**config.mk**
```make
export PLATFORM = sky130hd
export DESIGN_NAME = onewire_temperature_read_sequencer_top
export DESIGN_NICKNAME = d
export VERILOG_FILES = /design/src/design/owtr_pkg.sv /design/src/design/onewire_temperature_read_sequencer_top.sv /design/src/design/owtr_core.sv
export SDC_FILE = /design/constraint.sdc
export NUM_CORES = 1
export LEC_CHECK = 0
export BUFFER_PORTS_ARGS = -buffer_cell sky130_fd_sc_hd__buf_2
export CAP_MARGIN = 10
export CORE_MARGIN = 1.5
export CORE_UTILIZATION = 25
export CTS_CLUSTER_SIZE = 16
export DETAILED_ROUTE_END_ITERATION = 10
export GPL_ROUTABILITY_DRIVEN = 0
export GPL_TIMING_DRIVEN = 0
export SLEW_MARGIN = 0
export SYNTH_ARGS = -nofsm -noshare
export SYNTH_HDL_FRONTEND = slang
export SYNTH_SLANG_ARGS = --single-unit
```
**constraint.sdc**
```tcl
create_clock -name clk -period 4.7 [get_ports clk]
set_input_delay 0.94 -clock clk [delete_from_list [all_inputs] [get_ports clk]]
set_output_delay 0.94 -clock clk [all_outputs]
set_load 0.05 [all_outputs]
```
**src/design/owtr_pkg.sv**
```systemverilog
// owtr_pkg: shared types, phase codes and timing constants for the
// one-wire temperature read sequencer. No dependencies.
`timescale 1ns / 1ps

package owtr_pkg;

    localparam int TIMER_BITS = 20;
    localparam int PHASE_W    = 4;
    localparam int CFG_IDX_W  = 3;

    localparam logic [TIMER_BITS-1:0] RECOVERY_TICKS    = TIMER_BITS'(5);
    localparam logic [TIMER_BITS-1:0] WRITE1_HIGH_TICKS = TIMER_BITS'(54);
    localparam logic [TIMER_BITS-1:0] READ_TAIL_TICKS   = TIMER_BITS'(45);

    // sequencer phases
    localparam logic [PHASE_W-1:0] PH_IDLE      = 4'd0;
    localparam logic [PHASE_W-1:0] PH_RST_LOW   = 4'd1;
    localparam logic [PHASE_W-1:0] PH_RST_WAIT  = 4'd2;
    localparam logic [PHASE_W-1:0] PH_PRES_TAIL = 4'd3;
    localparam logic [PHASE_W-1:0] PH_W_LOW     = 4'd4;
    localparam logic [PHASE_W-1:0] PH_W_HIGH    = 4'd5;
    localparam logic [PHASE_W-1:0] PH_CONV      = 4'd6;
    localparam logic [PHASE_W-1:0] PH_R_LOW     = 4'd7;
    localparam logic [PHASE_W-1:0] PH_R_WAIT    = 4'd8;
    localparam logic [PHASE_W-1:0] PH_R_TAIL    = 4'd9;

    // configuration register indexes
    localparam logic [CFG_IDX_W-1:0] CFG_RESET_LOW     = 3'd0;
    localparam logic [CFG_IDX_W-1:0] CFG_RESET_RELEASE = 3'd1;
    localparam logic [CFG_IDX_W-1:0] CFG_PRESENCE_TAIL = 3'd2;
    localparam logic [CFG_IDX_W-1:0] CFG_WRITE0_LOW    = 3'd3;
    localparam logic [CFG_IDX_W-1:0] CFG_WRITE1_LOW    = 3'd4;
    localparam logic [CFG_IDX_W-1:0] CFG_READ_LOW      = 3'd5;
    localparam logic [CFG_IDX_W-1:0] CFG_READ_SAMPLE   = 3'd6;
    localparam logic [CFG_IDX_W-1:0] CFG_CONVERT_WAIT  = 3'd7;

    // bus commands
    localparam logic [7:0] CMD_SKIP_ROM   = 8'hCC;
    localparam logic [7:0] CMD_CONVERT    = 8'h44;
    localparam logic [7:0] CMD_READ_SCRAT = 8'hBE;

    typedef struct packed {
        logic [TIMER_BITS-1:0] reset_low_ticks;
        logic [TIMER_BITS-1:0] reset_release_ticks;
        logic [TIMER_BITS-1:0] presence_tail_ticks;
        logic [TIMER_BITS-1:0] write0_low_ticks;
        logic [TIMER_BITS-1:0] write1_low_ticks;
        logic [TIMER_BITS-1:0] read_low_ticks;
        logic [TIMER_BITS-1:0] read_sample_ticks;
        logic [TIMER_BITS-1:0] convert_wait_ticks;
    } cfg_t;

    typedef struct packed {
        logic        drive_low;
        logic        busy;
        logic        done;
        logic        present;
        logic [15:0] temperature_raw;
    } res_t;

    // bit of the command byte sent in the given command slot
    function automatic logic cmd_bit(input logic [1:0] cmd_idx, input logic [2:0] bit_idx);
        logic [7:0] b;
        begin
            case (cmd_idx)
                2'd0:    b = CMD_SKIP_ROM;
                2'd1:    b = CMD_CONVERT;
                2'd2:    b = CMD_SKIP_ROM;
                default: b = CMD_READ_SCRAT;
            endcase
            cmd_bit = b[bit_idx];
        end
    endfunction

endpackage

```
**src/design/onewire_temperature_read_sequencer_top.sv**
```systemverilog
// onewire_temperature_read_sequencer_top: request channels, config registers
// and the output register around the sequencer. Depends on owtr_pkg, owtr_core.
`timescale 1ns / 1ps

// One request is one bus tick (action 0, with the sampled line level) or a
// start (action 1). Every request gives exactly one result showing drive
// level, busy, the last presence sample, a done pulse and the last raw
// temperature word. Requests flow at one per clock while the output side
// keeps up: a request is held in an input register, stepped combinationally
// through the sequencer, and its result lands in an output register. Timing
// registers are written through cfg_we/cfg_index/cfg_wdata and should be
// changed only while no read is running.

module onewire_temperature_read_sequencer_top
    import owtr_pkg::*;
(
    input  logic                  clk,
    input  logic                  rst_n,
    input  logic                  in_valid,
    output logic                  in_ready,
    input  logic                  action,
    input  logic                  line_level,
    output logic                  out_valid,
    input  logic                  out_ready,
    output logic                  drive_low,
    output logic                  busy_res,
    output logic                  done_res,
    output logic                  present,
    output logic [15:0]           temperature_raw,
    input  logic                  cfg_we,
    input  logic [CFG_IDX_W-1:0]  cfg_index,
    input  logic [TIMER_BITS-1:0] cfg_wdata
);

    cfg_t cfg_reg;
    logic in_valid_reg;
    logic action_reg;
    logic line_reg;
    logic out_valid_reg;
    res_t res_reg;
    res_t res_core;
    logic out_free;
    logic step_en;

    assign out_free = !out_valid_reg || out_ready;
    assign step_en  = in_valid_reg && out_free;
    assign in_ready = !in_valid_reg || out_free;

    always_ff @(posedge clk or negedge rst_n)
    begin
        if (!rst_n)
        begin
            cfg_reg.reset_low_ticks     <= TIMER_BITS'(480);
            cfg_reg.reset_release_ticks <= TIMER_BITS'(70);
            cfg_reg.presence_tail_ticks <= TIMER_BITS'(415);
            cfg_reg.write0_low_ticks    <= TIMER_BITS'(60);
            cfg_reg.write1_low_ticks    <= TIMER_BITS'(6);
            cfg_reg.read_low_ticks      <= TIMER_BITS'(6);
            cfg_reg.read_sample_ticks   <= TIMER_BITS'(9);
            cfg_reg.convert_wait_ticks  <= TIMER_BITS'(750010);
        end
        else if (cfg_we)
        begin
            unique case (cfg_index)
                CFG_RESET_LOW:     cfg_reg.reset_low_ticks     <= cfg_wdata;
                CFG_RESET_RELEASE: cfg_reg.reset_release_ticks <= cfg_wdata;
                CFG_PRESENCE_TAIL: cfg_reg.presence_tail_ticks <= cfg_wdata;
                CFG_WRITE0_LOW:    cfg_reg.write0_low_ticks    <= cfg_wdata;
                CFG_WRITE1_LOW:    cfg_reg.write1_low_ticks    <= cfg_wdata;
                CFG_READ_LOW:      cfg_reg.read_low_ticks      <= cfg_wdata;
                CFG_READ_SAMPLE:   cfg_reg.read_sample_ticks   <= cfg_wdata;
                CFG_CONVERT_WAIT:  cfg_reg.convert_wait_ticks  <= cfg_wdata;
                default:           cfg_reg.reset_low_ticks     <= cfg_reg.reset_low_ticks;
            endcase
        end
    end

    always_ff @(posedge clk or negedge rst_n)
    begin
        if (!rst_n)
        begin
            in_valid_reg  <= 1'b0;
            out_valid_reg <= 1'b0;
        end
        else
        begin
            if (in_ready)
                in_valid_reg <= in_valid;
            if (out_free)
                out_valid_reg <= in_valid_reg;
        end
    end

    always_ff @(posedge clk)
    begin
        if (in_valid && in_ready)
        begin
            action_reg <= action;
            line_reg   <= line_level;
        end
        if (step_en)
            res_reg <= res_core;
    end

    owtr_core u_core (
        .clk        (clk),
        .rst_n      (rst_n),
        .step_en    (step_en),
        .action     (action_reg),
        .line_level (line_reg),
        .cfg        (cfg_reg),
        .res        (res_core)
    );

    assign out_valid       = out_valid_reg;
    assign drive_low       = res_reg.drive_low;
    assign busy_res        = res_reg.busy;
    assign done_res        = res_reg.done;
    assign present         = res_reg.present;
    assign temperature_raw = res_reg.temperature_raw;

endmodule

```
**src/design/owtr_core.sv**
```systemverilog
// owtr_core: bus phase sequencer, one tick or start request per step.
// Depends on owtr_pkg.
`timescale 1ns / 1ps

module owtr_core
    import owtr_pkg::*;
(
    input  logic clk,
    input  logic rst_n,
    input  logic step_en,
    input  logic action,
    input  logic line_level,
    input  cfg_t cfg,
    output res_t res
);

    logic [PHASE_W-1:0]    phase_reg, phase_next;
    logic [TIMER_BITS-1:0] tick_reg, tick_next;
    logic [2:0]            bit_idx_reg, bit_idx_next;
    logic [3:0]            byte_idx_reg, byte_idx_next;
    logic [1:0]            cmd_idx_reg, cmd_idx_next;
    logic [15:0]           shift_reg, shift_next;
    logic                  present_reg, present_next;
    logic [15:0]           result_reg, result_next;
    logic                  done_next;

    logic [TIMER_BITS-1:0] dur;
    logic [TIMER_BITS-1:0] dur_eff;
    logic                  last_tick;
    logic                  bit_now;

    assign bit_now = cmd_bit(cmd_idx_reg, bit_idx_reg);

    always_comb
    begin
        case (phase_reg)
            PH_RST_LOW:   dur = cfg.reset_low_ticks;
            PH_RST_WAIT:  dur = cfg.reset_release_ticks;
            PH_PRES_TAIL: dur = cfg.presence_tail_ticks;
            PH_W_LOW:     dur = bit_now ? cfg.write1_low_ticks : cfg.write0_low_ticks;
            PH_W_HIGH:    dur = bit_now ? (WRITE1_HIGH_TICKS + RECOVERY_TICKS) : RECOVERY_TICKS;
            PH_CONV:      dur = cfg.convert_wait_ticks;
            PH_R_LOW:     dur = cfg.read_low_ticks;
            PH_R_WAIT:    dur = cfg.read_sample_ticks;
            PH_R_TAIL:    dur = READ_TAIL_TICKS + RECOVERY_TICKS;
            default:      dur = TIMER_BITS'(1);
        endcase
    end

    // zero duration counts as one tick
    assign dur_eff   = (dur == '0) ? TIMER_BITS'(1) : dur;
    assign last_tick = ({1'b0, tick_reg} + (TIMER_BITS+1)'(1)) >= {1'b0, dur_eff};

    always_comb
    begin
        phase_next    = phase_reg;
        tick_next     = tick_reg;
        bit_idx_next  = bit_idx_reg;
        byte_idx_next = byte_idx_reg;
        cmd_idx_next  = cmd_idx_reg;
        shift_next    = shift_reg;
        present_next  = present_reg;
        result_next   = result_reg;
        done_next     = 1'b0;
        if (action)
        begin
            if (phase_reg == PH_IDLE)
            begin
                phase_next    = PH_RST_LOW;
                tick_next     = '0;
                bit_idx_next  = '0;
                byte_idx_next = '0;
                cmd_idx_next  = '0;
                shift_next    = '0;
            end
        end
        else if (phase_reg != PH_IDLE)
        begin
            if (phase_reg == PH_PRES_TAIL && tick_reg == '0)
                present_next = line_level;
            // only the first two scratchpad bytes are kept
            if (phase_reg == PH_R_TAIL && tick_reg == '0 && byte_idx_reg < 4'd2 && line_level)
                shift_next[{byte_idx_reg[0], bit_idx_reg}] = 1'b1;
            if (!last_tick)
                tick_next = tick_reg + TIMER_BITS'(1);
            else
            begin
                tick_next = '0;
                unique case (phase_reg)
                    PH_RST_LOW:   phase_next = PH_RST_WAIT;
                    PH_RST_WAIT:  phase_next = PH_PRES_TAIL;
                    PH_PRES_TAIL:
                    begin
                        bit_idx_next = '0;
                        phase_next   = PH_W_LOW;
                    end
                    PH_W_LOW:     phase_next = PH_W_HIGH;
                    PH_W_HIGH:
                    begin
                        if (bit_idx_reg != 3'd7)
                        begin
                            bit_idx_next = bit_idx_reg + 3'd1;
                            phase_next   = PH_W_LOW;
                        end
                        else
                        begin
                            bit_idx_next = '0;
                            if (cmd_idx_reg == 2'd1)
                            begin
                                cmd_idx_next = 2'd2;
                                phase_next   = PH_CONV;
                            end
                            else if (cmd_idx_reg == 2'd3)
                            begin
                                byte_idx_next = '0;
                                phase_next    = PH_R_LOW;
                            end
                            else
                            begin
                                cmd_idx_next = cmd_idx_reg + 2'd1;
                                phase_next   = PH_W_LOW;
                            end
                        end
                    end
                    PH_CONV:      phase_next = PH_RST_LOW;
                    PH_R_LOW:     phase_next = PH_R_WAIT;
                    PH_R_WAIT:    phase_next = PH_R_TAIL;
                    PH_R_TAIL:
                    begin
                        if (bit_idx_reg != 3'd7)
                        begin
                            bit_idx_next = bit_idx_reg + 3'd1;
                            phase_next   = PH_R_LOW;
                        end
                        else
                        begin
                            bit_idx_next = '0;
                            if (byte_idx_reg < 4'd8)
                            begin
                                byte_idx_next = byte_idx_reg + 4'd1;
                                phase_next    = PH_R_LOW;
                            end
                            else
                            begin
                                result_next = shift_next;
                                phase_next  = PH_IDLE;
                                done_next   = 1'b1;
                            end
                        end
                    end
                    default:      phase_next = PH_IDLE;
                endcase
            end
        end
    end

    always_ff @(posedge clk or negedge rst_n)
    begin
        if (!rst_n)
        begin
            phase_reg    <= PH_IDLE;
            tick_reg     <= '0;
            bit_idx_reg  <= '0;
            byte_idx_reg <= '0;
            cmd_idx_reg  <= '0;
            shift_reg    <= '0;
            present_reg  <= 1'b0;
            result_reg   <= '0;
        end
        else if (step_en)
        begin
            phase_reg    <= phase_next;
            tick_reg     <= tick_next;
            bit_idx_reg  <= bit_idx_next;
            byte_idx_reg <= byte_idx_next;
            cmd_idx_reg  <= cmd_idx_next;
            shift_reg    <= shift_next;
            present_reg  <= present_next;
            result_reg   <= result_next;
        end
    end

    assign res.drive_low = (phase_next == PH_RST_LOW) || (phase_next == PH_W_LOW)
                           || (phase_next == PH_R_LOW);
    assign res.busy            = (phase_next != PH_IDLE);
    assign res.done            = done_next;
    assign res.present         = present_next;
    assign res.temperature_raw = result_next;

endmodule

```
==> summary.txt, run 1 <==
outcome: completed
Setup crit start kind: flop
Synth area leaders: dfrtp_1, mux2_2, dfstp_2, edfxtp_1, ha_1
sequential area share after synthesis: 52.9%
CTS tree: yes
area leader, netlist: dfrtp_1
DP Wirelength: 21.5 mm
GR Util All Layers: 12.8%
Yosys top cell area share: 39.6%
sequential power share: 38.8%
Synth Instances: 1032
PwrDens: 498 nW/um2
sw frac: 33.9%
Detailed Routing Iterations Pass 1: 10
WP data arrival: 4.99 ns
vias in the first global route: 8623
Routed Antenna Nets: 0
Synth Register Bits: 250
Critical Path, Cell by Cell: clkbuf_4, nor4b_2, buf_2, clkbuf_4, a222oi_1, o211a_1, nand4_1, nor4_1, a211o_1, ha_1, nor2b_1, o211ai_1, a21boi_2, o41ai_4, buf_4, and2_1, nor2_1, o21ai_2, mux2_2
CP max-delay cell: a222oi_1
Post-synth EDFFs: 22
largest net degree at the start of global routing: 116
Die Y: 223 um
max-slew violations: 0
IR drop worst, VDD: 313 uV
Max Fanout on Critical Path: 10
Yosys warning count: 0
reg2reg setup slack: 0.14 ns
vias: 8743
Worst Path Required: 5.13 ns
Leak: 5.91 nW
Logic pwr share: 31.6%
# fillers: 4902
Hold Vio Cnt, Final: 0
Num CTS Buffers: 26
number of port buffers: 51
CP endpoint kind: flop
Hold Crit Class: in -> async
Fmax: 219 MHz
synthesized area: 12100 um2
P_int: 4.76 mW
final setup fails: 0
H-tree levels: 1
starting density of the core: 25.4%
post-layout min period: 4.56 ns
core area: 47800 um2
Root Buffer: clkbuf_16
slew margin rel.: 38.2%
Syn Area/Cell: 11.8 um2
number of flip-flops in the largest register: 160
Clock power frac: 29.6%
Post-CTS Hold Buffers: 0
Least-Margin Pin Slew: 0.919 ns
CTS clk-pin slew, worst paths: 0.07 ns
row count: 80
initial antenna violation count: 4
number of max-cap violations: 0
Final Cycle Share: 96.9%
most frequent CP cell: clkbuf_4
P&R area growth vs syn: 19.2%
gr ovfl total: 0
DR DRC count: 0
CP peak stage delay: 0.40 ns
fin util: 30.2%
critical path type: reg -> reg
Cell variety after synth: 60
Clock Skew: 0.0311 ns
full die area: 49900 um2
clk sinks: 250
final wirelength: 32.1 mm
Primary FF master, synth: dfrtp_1
syn nets: 1095
Final #Nets: 1190
Sw Pwr: 2.44 mW
Initial DRC Count: 716
final hold slack: 0.425 ns
area of the multi-input gates: 5570 um2
Design Area, Final: 14500 um2
CTS max path bufs: 3
chip width: 223 um
Worst-Skew Late Latency: 0.57 ns
DR vias/cell: 4.96
average wire per standard cell: 18.2 um
Synth async-reset ratio: 91.2%
Post-DP Area: 13200 um2
layout cells sized above 1: 33.6%
first-pass GRT wire length: 50.5 mm
register area: 6410 um2
IO Pins: 52
## cells by family (layout without fill, tap and decap cells)
kind of cell	count (synthesis)	in the layout	share of synthesized area, %
AND/OR/NAND/NOR	252	252	10.1
XOR/XNOR	19	19	1.37
other	0	2	0
adder cells (fa/ha/maj)	33	33	3.40
AO/OA/AOI/OAI	214	214	12.4
multiplexers	189	189	17.4
flip-flops	250	250	52.9
buffers and inverters	75	190	2.49
## final timing paths
| kind | from | to | cells after the start |
|---|---|---|---|
| worst max-delay path | u_core.phase_reg[0] | u_core.bit_idx_reg[2] | 19 |
| worst min-delay path | rst_n | u_core.result_reg[10] | 2 |
| worst max register to register | u_core.phase_reg[0] | u_core.bit_idx_reg[2] | 19 |
| worst min register to register | u_core.present_reg | u_core.present_reg | 2 |
| max in group asynchronous | rst_n | u_core.phase_reg[3] | 3 |
| min in group clk | u_core.present_reg | u_core.present_reg | 2 |
## per-stage QoR
stage | TNS, ns | worst slack (ns) | cells | power (mW)
after floorplan | 0 | 0.501 | 1032 | 4.18
after global placement | -343.36 | -1.66 | 1698 | 4.81
after detailed placement | -63.77 | -1.18 | 1702 | 4.89
after CTS | 0 | 0.00124 | 1760 | 7.17
after global routing | -0.0500 | -0.0216 | 1763 | 7.58
final | 0 | 0.144 | 1764 | 7.20
## worst max-delay path: cells and delay by family (launching register included)
| family | cells | cell delay [ns] |
|---|---|---|
| AOI/OAI and AO/OA | 7 | 1.77 |
| adders and majority gates | 1 | 0.13 |
| buffers and inverters | 4 | 0.86 |
| DFF | 1 | 0.38 |
| muxes | 1 | 0.34 |
| and+or+nand+nor | 6 | 0.93 |
## routing by layer
metal | global-route usage, % | vias up | routed length (um)
li1 | - | 4020 | -
met1 | 18.3 | 4446 | 15000
met4 | 3.38 | 4 | 766
met2 | 20.2 | 226 | 14500
met3 | 2.09 | 47 | 1750
met5 | 0 | - | 26
## cell usage in the layout (no fill, tap or decap), types with 5 or more instances in the layout
cell and n:
and2_1 11, nor2_1 58, clkbuf_2 8, xor2_1 7, nand2_1 78, inv_1 13
nand2b_1 11, a31oi_1 7, clkbuf_4 6, clkbuf_1 38, buf_4 13, clkinv_2 7
nand4_1 10, dfstp_2 36, nor4_1 6, o211a_1 8, dfrtp_1 190, a21oi_1 48
nor3_1 13, clkbuf_8 5, and3_1 8, a222oi_1 32, mux2_2 171, edfxtp_1 22
o21ai_0 52, a22oi_1 6, mux2i_1 18, a21oi_2 11, clkbuf_16 26, nand3_1 24
buf_2 55, ha_1 32, xnor2_1 12, o211ai_1 6, a21o_1 5, a22o_1 5
## cells in the mapped netlist (2+ instances only)
library cell / number
nand2_1: 80
a31oi_1: 7
o2111a_1: 5
xor2_1: 7
and4_1: 3
nor3_1: 16
a222oi_1: 32
dfstp_2: 36
a22o_1: 5
ha_1: 33
o21ai_1: 3
or2_2: 2
o31ai_1: 2
inv_1: 13
buf_4: 3
a22oi_1: 6
nor3b_1: 4
edfxtp_1: 22
a32oi_1: 3
a21oi_1: 51
a21boi_0: 2
o211a_1: 8
dfrtp_1: 192
nor2_1: 59
nor2b_1: 5
buf_1: 2
mux2i_1: 18
o21ai_0: 53
and2_1: 11
nor4_1: 7
a21o_1: 5
nand2b_1: 11
and3_1: 9
mux2_2: 171
nor4b_1: 2
nand4_1: 10
xnor2_1: 12
o22a_1: 2
o211ai_1: 6
a211oi_1: 4
nand4b_1: 4
a21oi_2: 10
o32ai_1: 2
nand3_1: 24
clkbuf_1: 55
## power groups by stage
stage	clock (mW)	sequential, mW	combinational, mW
final	2.13	2.79	2.28
after floorplan	0	2.84	1.34
after global routing	2.28	2.84	2.47
after CTS	2.18	2.79	2.20
after global placement	0	2.81	2.01
after detailed placement	0	2.82	2.07
## what timing repair did
item,in CTS,in global routing
resized for setup,43,27
cloned,1,0
hold endpoints to repair,0,0
setup buffers,11,2
setup endpoints to repair,68,65
pin swaps,9,7
## cell type report
| type | instances | share of cell area (%) |
|---|---|---|
| Inverter | 13 | 0.337 |
| Clock inverter | 16 | 1.31 |
| Tap cell | 615 | 5.32 |
| Multi-Input combinational cell | 707 | 38.5 |
| Sequential cell | 250 | 44.3 |
| Buffer | 60 | 2.08 |
| Timing Repair Buffer | 69 | 3.23 |
| Clock buffer | 32 | 4.86 |
| Antenna cell | 2 | 0.0346 |
Note: power is estimated with default switching activity, not from simulation.
==> inputs of run 2 (changes only) <==
--- a/config.mk
+++ b/config.mk
@@ -13,6 +13,7 @@
 export DETAILED_ROUTE_END_ITERATION = 10
 export GPL_ROUTABILITY_DRIVEN = 0
 export GPL_TIMING_DRIVEN = 0
+export PLACE_DENSITY = 0.39
 export SLEW_MARGIN = 0
 export SYNTH_ARGS = -nofsm -noshare
 export SYNTH_HDL_FRONTEND = slang
==> run 2 against run 1 <==
  * Routed wire length is 11% higher
  * Final area is 1.8% higher
  * Clock skew is 0.0011 ns lower
  * Total power is 5.8% higher
  * Register-to-register slack better by 0.05 ns
  * Fmax is 1.2% higher
  * Critical path type unchanged
  * Critical endpoint unchanged
  * Highest routed layer unchanged
==> summary.txt, run 2 (synthesis results as in run 1) <==
outcome: completed
slew margin rel.: 33.0%
Routed Antenna Nets: 0
PwrDens: 517 nW/um2
Final Cycle Share: 95.8%
worst r2r src: u_core.cmd_idx_reg[1]
RSZ-0062 raised after global routing: no
chip width: 223 um
Hold Vio Cnt, Final: 0
commonest non-fill, non-tap cells in the layout: dfrtp_1, mux2_2, nand2_1
DR DRC count: 0
H-tree levels: 1
number of flip-flops in the largest register: 160
vias: 8577
final hold slack: 0.268 ns
Fmax: 222 MHz
Reg2Reg Depth: 22
post-layout min period: 4.50 ns
Initial DRC Count: 587
IR drop worst, VDD: 313 uV
number of max-cap violations: 0
most common cell after layout, fill and taps aside: dfrtp_1
Num CTS Buffers: 31
starting density of the core: 25.4%
reg2reg setup slack: 0.20 ns
P&R area growth vs syn: 21.4%
area of the multi-input gates: 5660 um2
Hold Crit Class: in -> async
Worst Path Required: 5.16 ns
final setup fails: 0
full die area: 49900 um2
layout cells sized above 1: 35.3%
clk sinks: 250
max-slew violations: 0
Detailed Routing Iterations Pass 1: 5
CTS max path bufs: 3
CTS clk-pin slew, worst paths: 0.06 ns
number of port buffers: 51
vias in the first global route: 8920
Max Fanout on Critical Path: 10
Setup crit start kind: flop
gr ovfl total: 0
Root Buffer: clkbuf_16
Leak: 6.02 nW
average wire per standard cell: 20.0 um
Worst-Skew Late Latency: 0.60 ns
first-pass GRT wire length: 55.9 mm
core area: 47800 um2
DR vias/cell: 4.83
DP Wirelength: 23.9 mm
Die Y: 223 um
largest net degree at the start of global routing: 98
critical path type: reg -> reg
CTS tree: yes
row count: 80
WP data arrival: 4.97 ns
Least-Margin Pin Slew: 1.00 ns
Antenna Cells: 0
# fillers: 4979
GR Util All Layers: 14.6%
initial antenna violation count: 3
Post-CTS Hold Buffers: 0
Clock Skew: 0.0300 ns
fin util: 30.8%
Final #Nets: 1198
CP endpoint kind: flop
RR Endpoint: u_core.bit_idx_reg[2]
final wirelength: 35.6 mm
register area: 6410 um2
IO Pins: 52
run 2: changes by cell type in the layout (fill, tap and decap cells not counted), moves of 3 or more:
cell / change
buf_4: +7
clkbuf_16: +6
buf_6: +3
clkbuf_1: +3
clkinv_1: +3
clkinvlp_4: -3
mux2i_1: -3
run 2: report_power, final:
group / switching (mW) / total, mW / internal, mW
sequential: 0.199 / 2.80 / 2.60
clock: 0.977 / 2.39 / 1.41
combinational: 1.43 / 2.42 / 0.996
total: 2.60 / 7.62 / 5.01
run 2: worst max path at each step:
| stage | from | endpoint | slack [ns] |
|---|---|---|---|
| finish | u_core.cmd_idx_reg[1] | u_core.bit_idx_reg[2] | 0.20 |
| global route | u_core.phase_reg[1] | u_core.byte_idx_reg[3] | 0.003 |
| CTS | u_core.phase_reg[1] | temperature_raw[13] | 0.004 |
| detailed placement | u_core.phase_reg[0] | temperature_raw[13] | -1.46 |
| global placement | u_core.phase_reg[3] | temperature_raw[13] | -2.14 |
| floorplan | u_core.cmd_idx_reg[0] | u_core.bit_idx_reg[2] | 0.50 |
run 2: repair_timing:
action / CTS / global route
setup buffers: 9 / 9
setup endpoints to repair: 68 / 64
resized for setup: 52 / 53
pin swaps: 5 / 13
run 2: final cells by class:
type / instances / area share [%]
inverters: 13 / 0.331
multi-input cells: 707 / 38.5
clock inverters: 14 / 0.901
clock buffers: 44 / 6.01
plain buffers: 60 / 2.26
well taps: 615 / 5.23
repair buffers: 72 / 3.25
flip-flops and latches: 250 / 43.6
run 2: through the flow:
stage | worst slack, ns | instances | setup TNS [ns] | area [um2] | power [mW]
6_report | 0.196 | 1775 | 0 | 14700 | 7.62
5_1_grt | 0.00274 | 1775 | 0 | 14700 | 8.07
4_1_cts | 0.00407 | 1766 | 0 | 14500 | 7.55
3_5_place_dp | -1.46 | 1701 | -80.81 | 13200 | 4.99
3_3_place_gp | -2.14 | 1698 | -472.30 | 13200 | 4.96
2_1_floorplan | 0.501 | 1032 | 0 | 12100 | 4.18
run 2: routing by layer:
layer | GRT usage [%] | up-vias | part of all wire (%) | wire [um]
met2 | 23.7 | 160 | 46 | 16500
met3 | 2.55 | 60 | 4.1 | 1470
met4 | 4.53 | 4 | 3.0 | 1060
met5 | 0 | - | 0.059 | 21
met1 | 19.9 | 4313 | 46 | 16500
li1 | - | 4040 | - | -
run 2: critical path, stage by stage, from the launching register on:
cell	delay (ns)
dfrtp_2	0.44
inv_1	0.12
ha_4	0.16
nand2_1	0.05
o211ai_1	0.11
o21ai_2	0.10
buf_12	0.15
clkbuf_16	0.19
a21oi_4	0.23
o2111a_2	0.31
nand4_1	0.12
nor4_1	0.30
a211o_1	0.18
ha_1	0.13
nor2b_1	0.04
o211ai_1	0.20
a21boi_2	0.10
o41ai_4	0.34
buf_4	0.20
and2_1	0.22
nor2_1	0.08
o21ai_2	0.23
mux2_2	0.36
